## config.mk

```make
export PLATFORM = sky130hd
export DESIGN_NAME = sbws_summary
export DESIGN_NICKNAME = d
export VERILOG_FILES = /design/src/sparse_bitmap_word_store_core_macros.svh /design/src/sbws_pkg.sv /design/src/sbws_summary.sv
export SDC_FILE = /design/constraint.sdc
export NUM_CORES = 1
export LEC_CHECK = 0
export CAP_MARGIN = 0
export CORE_MARGIN = 1.5
export CORE_UTILIZATION = 45
export CTS_CLUSTER_SIZE = 14
export DETAILED_ROUTE_END_ITERATION = 10
export DONT_BUFFER_PORTS = 1
export GPL_TIMING_DRIVEN = 0
export PLACE_DENSITY = 0.72
export REMOVE_ABC_BUFFERS = 1
export SLEW_MARGIN = 15
export SYNTH_ARGS = -nofsm -noshare
export SYNTH_HDL_FRONTEND = slang
export SYNTH_SLANG_ARGS = --single-unit
```

## constraint.sdc

```tcl
create_clock -name i_clk -period 2.25 [get_ports i_clk]
set_input_delay 0.3375 -clock i_clk [delete_from_list [all_inputs] [get_ports i_clk]]
set_output_delay 0.3375 -clock i_clk [all_outputs]
set_load 0.02 [all_outputs]
```

## src/sparse_bitmap_word_store_core_macros.svh

```systemverilog
// Assertion macros for the sparse bitmap word store.
// Included by the RTL files that carry concurrent checks; no other dependencies.
`ifndef SPARSE_BITMAP_WORD_STORE_CORE_MACROS_SVH
`define SPARSE_BITMAP_WORD_STORE_CORE_MACROS_SVH

`ifndef SYNTH
`define SBWS_ASSERT(lbl, clk, rst_n, prop, msg) \
    lbl: assert property (@(posedge clk) disable iff (!rst_n) prop) else $error(msg);
`define SBWS_ASSERT_NR(lbl, clk, prop, msg) \
    lbl: assert property (@(posedge clk) prop) else $error(msg);
`else
`define SBWS_ASSERT(lbl, clk, rst_n, prop, msg)
`define SBWS_ASSERT_NR(lbl, clk, prop, msg)
`endif

`endif

```

## src/sbws_pkg.sv

```systemverilog
// Shared types, command codes and bit-search functions for the sparse bitmap word store.
// No dependencies; used by sbws_summary and sparse_bitmap_word_store_core.
package sbws_pkg;

    localparam int ROW_MAX_W = 10;

    typedef enum logic [2:0] {
        CMD_RD_BIT  = 3'd0,
        CMD_WR_BIT  = 3'd1,
        CMD_RD_WORD = 3'd2,
        CMD_WR_WORD = 3'd3,
        CMD_FIND_GE = 3'd4,
        CMD_FIND_GT = 3'd5,
        CMD_FIND_LT = 3'd6
    } t_cmd;

    typedef enum logic [1:0] {
        ST_IDLE,
        ST_EVAL,
        ST_EVAL2,
        ST_HOLD
    } t_state;

    typedef struct packed {
        logic [9:0]  found_index;
        logic        found;
        logic [63:0] read_word;
        logic        read_bit;
    } t_res;

    typedef struct packed {
        logic                 cur_valid;
        logic                 up_hit;
        logic [ROW_MAX_W-1:0] up_row;
        logic                 dn_hit;
        logic [ROW_MAX_W-1:0] dn_row;
    } t_sum_q;

    function automatic logic [5:0] f_lowest(input logic [63:0] v);
        logic [5:0] p;
        p = '0;
        for (int i = 63; i >= 0; i--) begin
            if (v[i]) p = 6'(i);
        end
        return p;
    endfunction

    function automatic logic [5:0] f_highest(input logic [63:0] v);
        logic [5:0] p;
        p = '0;
        for (int i = 0; i < 64; i++) begin
            if (v[i]) p = 6'(i);
        end
        return p;
    endfunction

endpackage

```

## src/sbws_summary.sv

```systemverilog
// Row summary: one flag per 64-word row of the mark memory, set when a mark lands in it.
// Depends on sbws_pkg; answers nearest non-empty row above and below a query row.
module sbws_summary
    import sbws_pkg::*;
#(
    parameter int NROWS = 16,
    parameter int RW    = (NROWS > 1) ? $clog2(NROWS) : 1
) (
    input  logic          i_clk,
    input  logic          i_rst_n,
    input  logic          i_set,
    input  logic [RW-1:0] i_set_row,
    input  logic [16:0]   i_query_row,
    output t_sum_q        o_q
);

    logic [NROWS-1:0] r_valid;
    logic [NROWS-1:0] n_valid;

    always_comb begin
        n_valid = r_valid;
        if (i_set) n_valid[i_set_row] = 1'b1;
    end

    always_ff @(posedge i_clk) begin
        if (!i_rst_n) begin
            r_valid <= '0;
        end else begin
            r_valid <= n_valid;
        end
    end

    always_comb begin
        o_q           = '0;
        o_q.cur_valid = (i_query_row < 17'(NROWS)) && r_valid[i_query_row[RW-1:0]];
        for (int r = NROWS - 1; r >= 0; r--) begin
            if (r_valid[r] && (17'(r) > i_query_row)) begin
                o_q.up_hit = 1'b1;
                o_q.up_row = ROW_MAX_W'(r);
            end
        end
        for (int r = 0; r < NROWS; r++) begin
            if (r_valid[r] && (17'(r) < i_query_row)) begin
                o_q.dn_hit = 1'b1;
                o_q.dn_row = ROW_MAX_W'(r);
            end
        end
    end

endmodule

```

==> impl_metrics.json <==
{
  "gp_congestion": 0.927,
  "cap_violations": 0,
  "area_growth_pct": 10.7,
  "crit_fanout": 10,
  "multiInputGateArea_sq_mm": 0.00127,
  "grt_pass1_vias": 1501,
  "start_util_pct": 47.6,
  "p_leak_uw": 0.000646,
  "clock_latency_ns": 0.28,
  "worst-path-buf-inv": 1,
  "fin_skew_ns": 0,
  "drive_gt1_share_pct": 17.0,
  "crit_type": "primary input to output pin",
  "pre_cts_ws_ns": -1.19,
  "drt_first_iter_violations": 126,
  "cts-root-buf": "clkbuf_4",
  "mappedNetlistArea_sq_mm": 0.00161,
  "cts_tree": "done",
  "grt_pass1_wl_mm": 7.02,
  "synth_edf_count": 0,
  "timing.critical_path.cells": "nor4_4 -> nand4b_1 -> buf_6 -> o31a_1 -> o21ai_2 -> nand4_1 -> or4_4",
  "hp-class": "primary input to register",
  "via_per_inst": 6.26,
  "setup_slack_ns": -0.337,
  "fillCellCount": 334,
  "hold_viol_final": 0,
  "slowest_delay_ns": 0.57,
  "period_minus_slack_ns": 2.59,
  "io-pin-count": 47,
  "vdd_drop_max_mv": 0.329,
  "numPortBuffers": 0,
  "grtUsageMet3_pct": 2.88,
  "cts_htree_levels": 1,
  "wire_per_inst_um": 16.4,
  "dp_hpwl_mm": 2.94,
  "dieWidth_um": 62.9,
  "power_uw": 596,
  "p_per_area_mw_per_mm2": 334,
  "clkSinkCount": 16,
  "core-area_sq_mm": 0.00339,
  "regMostFlops": "r_valid",
  "critPathTopFamily": "simple AND/OR/NAND/NOR gates",
  "drc": 0,
  "top_regs": "r_valid: 16 flops",
  "avgSynthCellArea_sq_um": 7.23,
  "crit_slowest_cell": "or4_4",
  "async_flop_share_pct": 0,
  "synth_seq_cells": 16,
  "synth_warnings": 0,
  "grtUsageMet2_pct": 35.8,
  "setup_viol": 4,
  "post-route-period-util_pct": 115,
  "grt_max_degree": 26,
  "dieArea_sq_mm": 0.00395,
  "numCtsBuffers": 3,
  "dieHeight_um": 62.9,
  "grt_setup_unrepaired": "yes",
  "antenna_found_initial": 0,
  "largest_reg_flops": 16,
  "via_count": 1684,
  "cp.arrival_ns": 2.25,
  "drt.antenna.violating_nets": 0,
  "synthesis.instances": 223,
  "grtUsageTotal_pct": 22.0,
  "clockBufferDepth": 2,
  "grt-busiest-layer": "met2",
  "holdWs_ns": 0.166,
  "diodes": 0,
  "grt-ovfl-total": 0,
  "final-seq-area_sq_um": 322,
  "fmax_ghz": 0.387,
  "status": "finished, violations left",
  "synth_flop_cell": "dfxtp_1",
  "worstPathRequired_ns": 1.91,
  "violations": "setup timing",
  "worst_setup_path_end_kind": "output pin",
  "clkTransAtPathRegs_ns": 0.08,
  "slew_viol_final": 0,
  "synth.distinct_cells": 45,
  "wl_mm": 4.41,
  "startpoint_type": "primary input",
  "drt_first_pass_iters": 4,
  "ys_seq_area_share_pct": 19.9,
  "row_count": 21,
  "nets": 249,
  "use_met1_pct": 28.9
}
==> cells in the mapped netlist (all sizes together), types with 2 or more instances <==
cell type	instances	area share, %
mux4	5	7.0
nand4	2	0.78
a22oi	2	0.93
nand3	6	1.9
nor3b	2	0.93
nand2b	5	1.9
o21a	17	7.9
and2	3	1.2
dfxtp	16	20
clkbuf	7	1.6
a21oi	18	5.6
nor4	3	2.3
o21bai	2	0.93
o22ai	5	1.9
nor3	6	1.9
o211ai	2	0.93
a21o	3	1.4
o31a	4	2.2
o21ai	19	5.9
a22o	2	1.1
nand3b	3	1.4
a221oi	2	1.1
buf	19	7.4
nor2	20	4.7
nor2b	6	2.3
nand2	24	5.6
mux2i	2	1.2
inv	4	0.93
==> worst paths after layout <==
| kind | slack [ns] | depth (start not counted) | from | end |
|---|---|---|---|---|
| min reg2reg | 0.52 | 1 | r_valid[0] | r_valid[0] |
| max | -0.34 | 7 | i_query_row[9] | o_q[10] |
| min | 0.17 | 1 | i_rst_n | r_valid[15] |
| max reg2reg | 1.40 | 2 | r_valid[13] | r_valid[13] |
==> placed cells by master, fill, tap and decap left out, drive strengths merged, types with 6 or more instances in the layout <==
cell	count
nor2b	6
nand3	6
dfxtp	16
o21a	17
conb	12
nor2	20
a21oi	18
buf	11
nor3	6
nand2	24
o21ai	19
==> cell type report <==
class	count	share of cell area [%]
flip-flops and latches	16	18.0
well taps	46	3.22
clock buffers	3	1.26
inverters	4	0.841
repair buffers	11	5.26
multi-input cells	189	71.4
==> cell families (layout without fill, tap and decap cells) <==
family                 count (synthesis)  count (layout)  share of synthesized area [%]
AOI/OAI and AO/OA                     85              85                           34.9
buffers and inverters                 30              18                           10.0
and+or+nand+nor                       84              85                           26.8
DFF                                   16              16                           19.9
muxes                                  7               7                           8.22
other                                  1              12                          0.233
==> power by group <==
group | switching (uW) | internal (uW)
Sequential | 11.0 | 289
Clock | 80.6 | 62.1
Combinational | 91.5 | 61.5
==> metal layers <==
layer | up-vias | wire (um)
li1 | 808 | -
met1 | 787 | 1910
met2 | 78 | 2100
met3 | 11 | 291
met4 | 0 | 112
met5 | - | 0
==> what timing repair did <==
item                                    CTS  global route
gates cloned                              1             0
resized for setup                        17            10
pin swaps                                10             7
endpoints found under the hold margin     0             0
hold buffers                              0             0
buffers inserted                          8             4
endpoints found under the setup margin   11             5
==> stage by stage <==
stage | setup TNS (ns) | cells | cell area (sq um) | utilization [%]
2_1_floorplan | -1.91 | 208 | 1510 | -
3_3_place_gp | -4.77 | 254 | 1570 | 46.2
3_5_place_dp | -4.98 | 254 | 1570 | 46.2
4_1_cts | -0.491 | 266 | 1730 | 51.1
5_1_grt | -1.02 | 269 | 1790 | 52.7
6_report | -0.649 | 269 | 1790 | 52.7
(Power assumes the default switching activity.)
